--- src/hdl/ppts_pkg.sv ---
`default_nettype none
package ppts_pkg;

  localparam int unsigned FIELD_W = 16;
  localparam int unsigned TIME_W  = 24;
  localparam int unsigned SUM_W   = 28;
  localparam int unsigned SLOT_W  = 4;

  localparam logic [TIME_W-1:0] TIME_MAX = {TIME_W{1'b1}};
  localparam logic [SUM_W-1:0]  SUM_MAX  = {SUM_W{1'b1}};

  typedef enum logic [1:0] {
    OP_LOAD  = 2'd0,
    OP_TICK  = 2'd1,
    OP_CLEAR = 2'd2
  } op_e;

  typedef struct packed {
    logic [FIELD_W-1:0] arrival;
    logic [FIELD_W-1:0] remaining;
    logic [FIELD_W-1:0] original;
    logic [FIELD_W-1:0] prio;
  } entry_t;

endpackage
`default_nettype wire

--- src/hdl/ppts_table.sv ---
`default_nettype none
module ppts_table #(
  parameter int unsigned DEPTH = 16
) (
  input  wire                                  clk_i,
  input  wire                                  we_i,
  input  wire         [$clog2(DEPTH)-1:0]      waddr_i,
  input  ppts_pkg::entry_t                     wdata_i,
  input  wire         [$clog2(DEPTH)-1:0]      raddr_i,
  output ppts_pkg::entry_t                     rdata_o
);
  import ppts_pkg::*;

  entry_t mem_q [DEPTH];
  entry_t rdata_q;

  always_ff @(posedge clk_i) begin
    if (we_i) begin
      mem_q[waddr_i] <= wdata_i;
    end
    rdata_q <= mem_q[raddr_i];
  end

  assign rdata_o = rdata_q;

endmodule
`default_nettype wire

--- src/hdl/preemptive_priority_tick_scheduler_unit.sv ---
`default_nettype none
// Preemptive priority tick scheduler. The process table sits in one synchronous memory with a
// single write port and one registered read port. A load, clear or unknown op goes straight
// to the response state. A tick scans the N loaded entries one per cycle through the read
// port and then updates the chosen entry, if any. When the served entry completes, its
// turnaround time is found in the update, its wait time in ST_WT and the running totals in
// ST_SUM before the response. One item is worked on at a time; the next item is taken as
// soon as the result has moved into the output register, even while that result still
// waits to be taken downstream.
module preemptive_priority_tick_scheduler_unit #(
  parameter int unsigned MAX_PROCESSES = 16
) (
  input  wire           clk_i,
  input  wire           rst_ni,
  input  wire           s_axis_tvalid,
  output logic          s_axis_tready,
  // arrival_time[15:0], burst_time[31:16], priority_req[47:32]
  input  wire  [47:0]   s_axis_tdata,
  // op[1:0]
  input  wire  [1:0]    s_axis_tuser,
  output logic          m_axis_tvalid,
  input  wire           m_axis_tready,
  // slot[3:0], idle[4], finished[5], wait_ticks[29:6], turnaround_time[53:30],
  // total_wait[81:54], total_turnaround[109:82], time_now[133:110], all_done[134],
  // table_full[135]
  output logic [135:0]  m_axis_tdata
);
  import ppts_pkg::*;

  localparam int unsigned IDX_W = $clog2(MAX_PROCESSES);
  localparam int unsigned CNT_W = $clog2(MAX_PROCESSES + 1);
  localparam logic [CNT_W-1:0] CNT_FULL = CNT_W'(MAX_PROCESSES);

  typedef enum logic [5:0] {
    ST_IDLE = 6'b000001,
    ST_SCAN = 6'b000010,
    ST_UPD  = 6'b000100,
    ST_WT   = 6'b001000,
    ST_SUM  = 6'b010000,
    ST_RESP = 6'b100000
  } state_e;

  state_e             state_q, state_d;
  logic [CNT_W-1:0]   loaded_q, loaded_d;
  logic [CNT_W-1:0]   done_q, done_d;
  logic [TIME_W-1:0]  time_q, time_d;
  logic [SUM_W-1:0]   wsum_q, wsum_d;
  logic [SUM_W-1:0]   tsum_q, tsum_d;
  logic [CNT_W-1:0]   iss_q, iss_d;
  logic               cmp_v_q, cmp_v_d;
  logic [IDX_W-1:0]   cmp_idx_q, cmp_idx_d;
  logic               found_q, found_d;
  logic [IDX_W-1:0]   best_idx_q, best_idx_d;
  entry_t             best_q, best_d;
  logic               out_valid_q, out_valid_d;
  logic [135:0]       out_data_q, out_data_d;

  logic [SLOT_W-1:0]  res_slot_q, res_slot_d;
  logic               res_idle_q, res_idle_d;
  logic               res_fin_q, res_fin_d;
  logic               res_full_q, res_full_d;
  logic [TIME_W-1:0]  res_wt_q, res_wt_d;
  logic [TIME_W-1:0]  res_tat_q, res_tat_d;

  logic               in_xfer;
  op_e                op;
  entry_t             load_entry;
  logic               mem_we;
  logic [IDX_W-1:0]   mem_waddr;
  entry_t             mem_wdata;
  logic [IDX_W-1:0]   mem_raddr;
  entry_t             mem_rdata;
  logic               eligible;
  logic [TIME_W-1:0]  time_inc;
  logic [SUM_W:0]     wsum_add;
  logic [SUM_W:0]     tsum_add;

  assign s_axis_tready = (state_q == ST_IDLE);
  assign in_xfer       = s_axis_tvalid && s_axis_tready;
  assign op            = op_e'(s_axis_tuser);
  assign load_entry    = '{arrival:   s_axis_tdata[15:0],
                           remaining: s_axis_tdata[31:16],
                           original:  s_axis_tdata[31:16],
                           prio:      s_axis_tdata[47:32]};

  assign eligible = cmp_v_q
                 && (TIME_W'(mem_rdata.arrival) <= time_q)
                 && (mem_rdata.remaining != '0)
                 && (!found_q || (mem_rdata.prio < best_q.prio));

  assign time_inc = (time_q == TIME_MAX) ? time_q : time_q + TIME_W'(1);
  assign wsum_add = {1'b0, wsum_q} + (SUM_W + 1)'(res_wt_q);
  assign tsum_add = {1'b0, tsum_q} + (SUM_W + 1)'(res_tat_q);

  ppts_table #(
    .DEPTH (MAX_PROCESSES)
  ) u_table (
    .clk_i   (clk_i),
    .we_i    (mem_we),
    .waddr_i (mem_waddr),
    .wdata_i (mem_wdata),
    .raddr_i (mem_raddr),
    .rdata_o (mem_rdata)
  );

  always_comb begin
    state_d     = state_q;
    loaded_d    = loaded_q;
    done_d      = done_q;
    time_d      = time_q;
    wsum_d      = wsum_q;
    tsum_d      = tsum_q;
    iss_d       = iss_q;
    cmp_v_d     = 1'b0;
    cmp_idx_d   = cmp_idx_q;
    found_d     = found_q;
    best_idx_d  = best_idx_q;
    best_d      = best_q;
    res_slot_d  = res_slot_q;
    res_idle_d  = res_idle_q;
    res_fin_d   = res_fin_q;
    res_full_d  = res_full_q;
    res_wt_d    = res_wt_q;
    res_tat_d   = res_tat_q;
    out_valid_d = out_valid_q;
    out_data_d  = out_data_q;
    mem_we      = 1'b0;
    mem_waddr   = loaded_q[IDX_W-1:0];
    mem_wdata   = load_entry;
    mem_raddr   = iss_q[IDX_W-1:0];

    if (out_valid_q && m_axis_tready) begin
      out_valid_d = 1'b0;
    end

    if (eligible) begin
      found_d    = 1'b1;
      best_idx_d = cmp_idx_q;
      best_d     = mem_rdata;
    end

    case (state_q)
      ST_IDLE: begin
        if (in_xfer) begin
          res_slot_d = '0;
          res_idle_d = 1'b0;
          res_fin_d  = 1'b0;
          res_full_d = 1'b0;
          res_wt_d   = '0;
          res_tat_d  = '0;
          state_d    = ST_RESP;
          case (op)
            OP_LOAD: begin
              if (loaded_q == CNT_FULL) begin
                res_full_d = 1'b1;
              end else begin
                mem_we     = 1'b1;
                loaded_d   = loaded_q + CNT_W'(1);
                res_slot_d = SLOT_W'(loaded_q[IDX_W-1:0]);
                if (load_entry.remaining == '0) begin
                  done_d = done_q + CNT_W'(1);
                end
              end
            end
            OP_TICK: begin
              iss_d   = '0;
              found_d = 1'b0;
              state_d = ST_SCAN;
            end
            OP_CLEAR: begin
              loaded_d = '0;
              done_d   = '0;
              time_d   = '0;
              wsum_d   = '0;
              tsum_d   = '0;
            end
            default: begin
            end
          endcase
        end
      end
      ST_SCAN: begin
        if (iss_q == loaded_q) begin
          state_d = ST_UPD;
        end else begin
          cmp_v_d   = 1'b1;
          cmp_idx_d = iss_q[IDX_W-1:0];
          iss_d     = iss_q + CNT_W'(1);
        end
      end
      ST_UPD: begin
        time_d  = time_inc;
        state_d = ST_RESP;
        if (!found_q) begin
          res_idle_d = 1'b1;
        end else begin
          mem_we           = 1'b1;
          mem_waddr        = best_idx_q;
          mem_wdata        = best_q;
          mem_wdata.remaining = best_q.remaining - FIELD_W'(1);
          res_slot_d       = SLOT_W'(best_idx_q);
          if (best_q.remaining == FIELD_W'(1)) begin
            res_fin_d = 1'b1;
            done_d    = done_q + CNT_W'(1);
            res_tat_d = time_inc - TIME_W'(best_q.arrival);
            state_d   = ST_WT;
          end
        end
      end
      ST_WT: begin
        res_wt_d = (res_tat_q >= TIME_W'(best_q.original))
                 ? res_tat_q - TIME_W'(best_q.original) : '0;
        state_d  = ST_SUM;
      end
      ST_SUM: begin
        wsum_d  = wsum_add[SUM_W] ? SUM_MAX : wsum_add[SUM_W-1:0];
        tsum_d  = tsum_add[SUM_W] ? SUM_MAX : tsum_add[SUM_W-1:0];
        state_d = ST_RESP;
      end
      ST_RESP: begin
        if (!out_valid_q || m_axis_tready) begin
          out_valid_d = 1'b1;
          out_data_d  = {res_full_q, (done_q == loaded_q), time_q, tsum_q, wsum_q,
                         res_tat_q, res_wt_q, res_fin_q, res_idle_q, res_slot_q};
          state_d     = ST_IDLE;
        end
      end
      default: begin
        state_d = ST_IDLE;
      end
    endcase
  end

  always_ff @(posedge clk_i or negedge rst_ni) begin
    if (!rst_ni) begin
      state_q     <= ST_IDLE;
      loaded_q    <= '0;
      done_q      <= '0;
      time_q      <= '0;
      wsum_q      <= '0;
      tsum_q      <= '0;
      iss_q       <= '0;
      cmp_v_q     <= 1'b0;
      found_q     <= 1'b0;
      out_valid_q <= 1'b0;
    end else begin
      state_q     <= state_d;
      loaded_q    <= loaded_d;
      done_q      <= done_d;
      time_q      <= time_d;
      wsum_q      <= wsum_d;
      tsum_q      <= tsum_d;
      iss_q       <= iss_d;
      cmp_v_q     <= cmp_v_d;
      found_q     <= found_d;
      out_valid_q <= out_valid_d;
    end
  end

  always_ff @(posedge clk_i) begin
    cmp_idx_q  <= cmp_idx_d;
    best_idx_q <= best_idx_d;
    best_q     <= best_d;
    res_slot_q <= res_slot_d;
    res_idle_q <= res_idle_d;
    res_fin_q  <= res_fin_d;
    res_full_q <= res_full_d;
    res_wt_q   <= res_wt_d;
    res_tat_q  <= res_tat_d;
    out_data_q <= out_data_d;
  end

  assign m_axis_tvalid = out_valid_q;
  assign m_axis_tdata  = out_data_q;

`ifndef SYNTHESIS
  a_done_le_loaded: assert property (@(posedge clk_i) disable iff (!rst_ni)
    done_q <= loaded_q)
    else $error("completed count exceeds loaded count");

  a_loaded_le_max: assert property (@(posedge clk_i) disable iff (!rst_ni)
    loaded_q <= CNT_FULL)
    else $error("loaded count exceeds table depth");

  a_scan_bound: assert property (@(posedge clk_i) disable iff (!rst_ni)
    (state_q == ST_SCAN) |-> (iss_q <= loaded_q))
    else $error("scan ran past the loaded entries");

  a_idle_not_fin: assert property (@(posedge clk_i) disable iff (!rst_ni)
    m_axis_tvalid |-> !(m_axis_tdata[4] && m_axis_tdata[5]))
    else $error("idle tick reported a completion");
`endif

endmodule
`default_nettype wire
--- config.mk ---
export PLATFORM = sky130hd
export DESIGN_NAME = preemptive_priority_tick_scheduler_unit
export DESIGN_NICKNAME = d
export VERILOG_FILES = /design/src/hdl/ppts_pkg.sv /design/src/hdl/ppts_table.sv /design/src/hdl/preemptive_priority_tick_scheduler_unit.sv
export SDC_FILE = /design/constraint.sdc
export NUM_CORES = 2
export LEC_CHECK = 0
export BUFFER_PORTS_ARGS = -buffer_cell sky130_fd_sc_hd__buf_2
export CAP_MARGIN = 20
export CORE_MARGIN = 2
export CORE_UTILIZATION = 64
export CTS_BUF_LIST = sky130_fd_sc_hd__clkbuf_8
export DETAILED_ROUTE_END_ITERATION = 16
export MAX_ROUTING_LAYER = met4
export PLACE_DENSITY = 0.8
export SETUP_SLACK_MARGIN = 0.5
export SLEW_MARGIN = 20
export SYNTH_ARGS = -nofsm -noshare
export SYNTH_HDL_FRONTEND = slang
export SYNTH_SLANG_ARGS = --single-unit
--- constraint.sdc ---
create_clock -name clk_i -period 19.08 [get_ports clk_i]
set_input_delay 3.816 -clock clk_i [delete_from_list [all_inputs] [get_ports clk_i]]
set_output_delay 3.816 -clock clk_i [all_outputs]
set_load 0.05 [all_outputs]
# == After elaboration in Yosys (flattened, before gate mapping) ==
# Memory sizes are Yosys's and may differ from the RTL's. A register that Yosys moved wholly into a read port is not among the register bits.
# Index checks and enable logic that the tools add are counted.
# word_totals
word_cells,161
in_bits,54
ramBits,1024
mem_count,1
output_inout_bits,138
regBits,367
# classes
n_lt_le_gt_ge,3
bitwise,1
n_eq_ne,26
n_mux,68
reduce_logical,30
add_sub_neg,9
# memory_table
memory,depth,width,read_ports,rd_ports_with_merged_regs,wr,line_no,source
u_table.mem_q,16,64,1,1,1,ppts_table.sv:14,entry_t mem_q [DEPTH];
# ops
operator,count
24-bit 2-to-1 mux,7
24-bit one-hot mux with 2 select lines,3
64-bit 2-to-1 mux,2
28-bit 2-to-1 mux,4
28-bit one-hot mux with 2 select lines,2
28-bit by 24-bit adder with 29-bit output,2
24-bit by 16-bit subtractor with 24-bit output,2
5-bit 2-to-1 mux,9
5-bit one-hot mux with 2 select lines,4
6-bit 2-to-1 mux,6
6-bit one-hot mux with 6 select lines,1
"24-bit by 1-bit adder with 24-bit output, second input constant",1
"24-bit == test, second input constant",1
24-bit by 16-bit >= comparator with 1-bit output,1
16-bit by 24-bit <= comparator with 1-bit output,1
4-bit 2-to-1 mux,6
1-bit 2-to-1 mux,20
"16-bit by 1-bit == test with 1-bit output, second input constant",1
16-bit zero test,1
16-bit < comparator,1
16-bit nonzero test,1
"16-bit by 1-bit subtractor with 16-bit output, second input constant",1
"5-bit by 1-bit adder with 5-bit output, second input constant",3
3-bit AND reduction,5
other kinds (25),52

# == Depth between registers and ports, before layout ==
# depth
word_depth,8
ltp_mapped,16
ltp_nobuf,16

# == By module ==
# A second synthesis with hierarchy kept.
# unflattened
hier_cells,3444
area_unflattened_um2,59015.4
# modules_own_cells
module,cells_each,instances,area_per_inst_um2,seq_area_each_um2
ppts_table,1647,1,39581.7,32030.7
preemptive_priority_tick_scheduler_unit,1797,1,19433.6,10501.3

# == Worst setup path after synthesis ==
# Ideal clock, no wire load.
# synth_path
path_type,in2reg
start,input port m_axis_tready
end,"register out_data_q[0], in the netlist m_axis_tdata[0], enable pin"
n_path_buf,0
t_required_ns,18.434
arrival_time_ns,9.938
path_stages,2
setup_time_ns,0.646
setup_slack_ns,8.496
path_cell_list,nand2b_1 > nor2b_1
# synth_via
elab_chain_cells,2
# synth_rtl
element,line_no,source
start: declaration,preemptive_priority_tick_scheduler_unit.sv:22,"input wire m_axis_tready,"
1-bit logical OR,preemptive_priority_tick_scheduler_unit.sv:221,if (!out_valid_q || m_axis_tready) begin
2-bit AND reduction (no line),--,
end signal: assignment,preemptive_priority_tick_scheduler_unit.sv:270,out_data_q <= out_data_d;
end: declaration,preemptive_priority_tick_scheduler_unit.sv:56,"logic [135:0] out_data_q, out_data_d;"
# Every way passes these cells.
# A chain may end at the register's enable or synchronous reset.

# == Final worst setup path ==
# layout_path
start,input port s_axis_tuser[0]
end,"memory u_table.mem_q[12][8] in the netlist's numbering, enable pin"
# layout_via
elab_chain_cells,6
# layout_rtl
element,line_no,source
start: declaration,preemptive_priority_tick_scheduler_unit.sv:20,"input wire [1:0] s_axis_tuser,"
2-bit zero test,preemptive_priority_tick_scheduler_unit.sv:152,case (op)
1-bit 2-to-1 mux,preemptive_priority_tick_scheduler_unit.sv:152,
1-bit 2-to-1 mux,preemptive_priority_tick_scheduler_unit.sv:144,if (in_xfer) begin
1-bit one-hot mux with 2 select lines,preemptive_priority_tick_scheduler_unit.sv:142,case (state_q)
1-bit 2-to-1 mux,ppts_table.sv:18,if (we_i) begin
1-bit 2-to-1 mux (not written as such),ppts_table.sv:19,mem_q[waddr_i] <= wdata_i;
end: declaration,ppts_table.sv:14,
# Every way passes these cells.

==> results.tsv <==
stage	metric	value	unit
clocking	setup repair bufs after CTS	0	
placed_design	DP Area	61700	µm²
timing	Final period util	0.330	
placed_design	Post-DP HPWL	81700	µm
synth	EDFF count, synth	1287	
worst_setup_path	Setup Crit Path Kind	in2reg	
routing	Post-Route WL	135000	µm
hold_path	HP Class	reg2reg	
power_and_ir_drop	Sw Share	0.288	
timing	Fin. Hold Viols	0	
power_and_ir_drop	Sequential Power Share	0.491	
synth	flops & latches, synth	1455	
synth	cells after synthesis	3284	
routing	drt drc	0	
synth	Main synth FF type	edfxtp_1	
clocking	Longest Clk Path Bufs	3	
floorplan	die area	94500	µm²
global_routing	vias in the first global route	32941	
synth	Ys Warns	0	
synth	Compound-Gate Fraction of Synth Area	0.0505	
timing	Slew Viols, Final	0	
power_and_ir_drop	Gate power share	0.201	
synth	largest family of logic cells by synthesized area	multiplexers	
global_routing	GRT Total Usage	0.298	
power_and_ir_drop	Switch Pwr	2.33	mW
routing	Antenna Violating Nets Remaining	0	
timing	final setup vio count	0	
worst_setup_path	Worst Path Arrival	6.79	ns
power_and_ir_drop	Clock Power Share	0.308	
power_and_ir_drop	pwr/cell area	122	nW/µm²
timing	Max Freq	159	MHz
global_routing	first-pass GRT wire length	201000	µm
timing	RSZ-0062 raised after global routing	false	
clocking	Root Buffer	clkbuf_8	
clocking	worst skew pair latency	0.92	ns
routing	WL per Instance	27.0	µm
timing	minimum clock period	6.30	ns
synth	Post-Synth XOR/XNOR Area	0.0168	
worst_setup_path	reg-to-reg slack, setup	13.96	ns
final_layout	layout cells sized above 1	0.246	
global_routing	largest net degree at the start of global routing	120	
clocking	Worst-path clk slew	0.06	ns
clocking	H-tree level count	4	
synth	Yosys cell types	76	
clocking	number of hold buffers added after cts	0	
routing	1st-iter DRT viols	3654	
power_and_ir_drop	cell-internal power	5.75	mW
clocking	CTS Sinks	1455	
power_and_ir_drop	total leakage power	22.7	nW
floorplan	core area	91400	µm²
timing	headroom to the max-slew limit	0.214	
floorplan	die height	307	µm
worst_setup_path	WP data required	19.58	ns
routing	detailed-route via count	32780	
synth	post-synthesis simple-gate area fraction	0.0452	
placed_design	Port Buf Inserts	191	
synth	syn_nets	3460	
run	total of max-cap violations	0	
placed_design	pre-CTS setup slack	11.92	ns
placed_design	placer congestion estimate	0.948	
floorplan	FP Rows	111	
synth	Seq/Total Area, Yosys	0.722	
synth	mux contribution to synthesized area	0.124	
timing	Slew @ Worst Pin	1.18	ns
floorplan	initial core utilization	0.645	
run_status	status	complete, no violations	
synth	Post-Synth Adder-Cell Area	0.0264	
timing	worst clock skew	0.0609	ns
timing	worst setup margin	12.78	ns
worst_setup_path	Crit. End Element	flip-flop	
final_layout	Final Cell Area	66000	µm²
clocking	cts repair resizes	0	
worst_setup_path	critical path launch point type	input port	
power_and_ir_drop	Peak VDD IR	0.0000973	V
floorplan	width of the die	307	µm
synth	Avg Inst Size Synth	17.9	µm²
final_layout	Area Growth Syn to Fin	12.1	%
global_routing	initial antenna violation count	1	
placed_design	Placed Cells	4603	
synth	synthesized cell area	58900	µm²
timing	Setup TNS Final	0	ns
clocking	TritonCTS Buffers	213	
clocking	TritonCTS clock tree	built	
floorplan	# IOs	192	
routing	drt pass-1 iters	8	
worst_setup_path	CP Max Fanout	45	
global_routing	Congestion Overflow GR	0	
synth	Async SR Flop Fraction	0.0715	
final_layout	Non-Filler Instances	5008	
routing	vias per cell	6.55	
final_layout	Core Util, Final	0.722	
final_layout	nets	3809	
path summary, 6_finish.rpt:
kind                                startpoint                    to  cells past startpoint
max                            s_axis_tuser[0]  u_table.mem_q[12][8]                      7
min                        u_table.rdata_o[26]            best_q[26]                      0
max reg2reg                         time_q[10]         res_tat_q[22]                     15
min reg2reg                u_table.rdata_o[26]            best_q[26]                      0
max in group asynchronous               rst_ni              iss_q[3]                      2
min in group asynchronous               rst_ni             wsum_q[7]                      1
final cells by class:
class | count | area (µm²)
tap | 1186 | 1480
sequential | 1455 | 42500
clock buffer | 230 | 3170
timing repair buffer | 271 | 1640
clock inverter | 172 | 1140
fill | 5221 | 25400
antenna | 2 | 5.00
inverter | 99 | 372
multi-input combinational | 1593 | 15700
power by group through the flow:
stage	Clock (mW)	Sequential (mW)	Combinational (mW)
global placement	0	4.03	1.54
CTS	2.51	3.96	1.63
floorplan	0	4.00	1.14
finish	2.48	3.96	1.63
detailed placement	0	4.02	1.62
global route	2.65	3.98	1.74
routing by layer:
metal,wire length (µm),vias to the layer above,track usage,part of all wire
li1,-,13931,-,-
met1,50600,16701,0.387,0.37
met2,68400,1848,0.486,0.51
met3,11800,300,0.0497,0.087
met4,4300,0,0.102,0.032
met5,0,-,-,0
worst max-delay path: stages:
cell	delay [ns]
buf_2	0.18
nor2_1	0.22
nand2_1	0.13
nor2_1	0.33
a32oi_1	0.41
nor2_4	0.81
buf_4	0.85
sequential cells by signal, indices dropped and copies added (netlist names), 24 cells and up:
register,count
best_q,64
m_axis_tdata,136
res_tat_q,24
res_wt_q,24
time_q,24
tsum_q,28
u_table.mem_q,1024
u_table.rdata_o,64
wsum_q,28
cell usage after synthesis, drive strengths merged (5+ instances only):
cell type,instances,area [µm²]
a211o,6,52.6
a31oi,53,332
o31ai,14,105
nor3,51,260
ha,118,1480
xnor2,71,641
mux4,320,7210
a211oi,22,165
a21o,30,225
dfxtp,64,1280
clkbuf,99,372
buf,38,155
a21oi,124,621
nand2b,20,125
o31a,5,43.8
o21ai,153,766
o21bai,8,60.1
nand2,142,533
inv,99,372
nand3,50,260
nor4,30,188
nor2b,16,100
edfxtp,1287,38600
or2,10,62.6
nand3b,7,52.6
o21a,19,143
mux2i,5,50.1
and3,7,43.8
nor3b,7,57.6
nor2,137,514
and2,12,75.1
dfrtp,103,2580
or4,12,97.6
o211ai,10,75.1
nand4,24,150
xor2,40,350
or3,11,68.8
per-stage QoR:
stage | hold WS (ns) | total power [mW]
2_1_floorplan | 0.386 | 5.14
3_3_place_gp | 0.387 | 5.56
3_5_place_dp | 0.389 | 5.64
4_1_cts | 0.388 | 8.10
5_1_grt | 0.411 | 8.37
6_report | 0.385 | 8.07
cells by family after synthesis:
family / Yosys count
AND/OR/NAND/NOR: 544
XOR/XNOR: 111
flip-flops: 1455
buffers and inverters: 236
AO/OA/AOI/OAI: 488
adder cells (fa/ha/maj): 122
multiplexers: 328
cell usage in the layout, fill, tap and decap left out, types with 11 or more instances in the layout:
cell type,count
clkbuf_8,230
ha_1,118
o31ai_1,13
mux4_2,320
a31oi_1,52
o21ai_0,127
o21a_1,19
xnor2_1,70
or3_1,11
o21ai_1,21
nor2_4,16
dfxtp_1,64
nor2b_1,15
nand2_1,140
nor2_1,121
nand3_1,48
clkinv_2,32
nor4_1,29
buf_2,191
dfrtp_1,99
and2_1,12
a211oi_1,22
nor3_1,50
nand2b_1,20
inv_1,174
xor2_1,40
a21oi_1,124
bufinv_16,11
a21o_1,30
clkinv_1,36
nand4_1,24
edfxtp_1,1287
buf_4,74
Note: power is estimated with default switching activity, not from simulation.
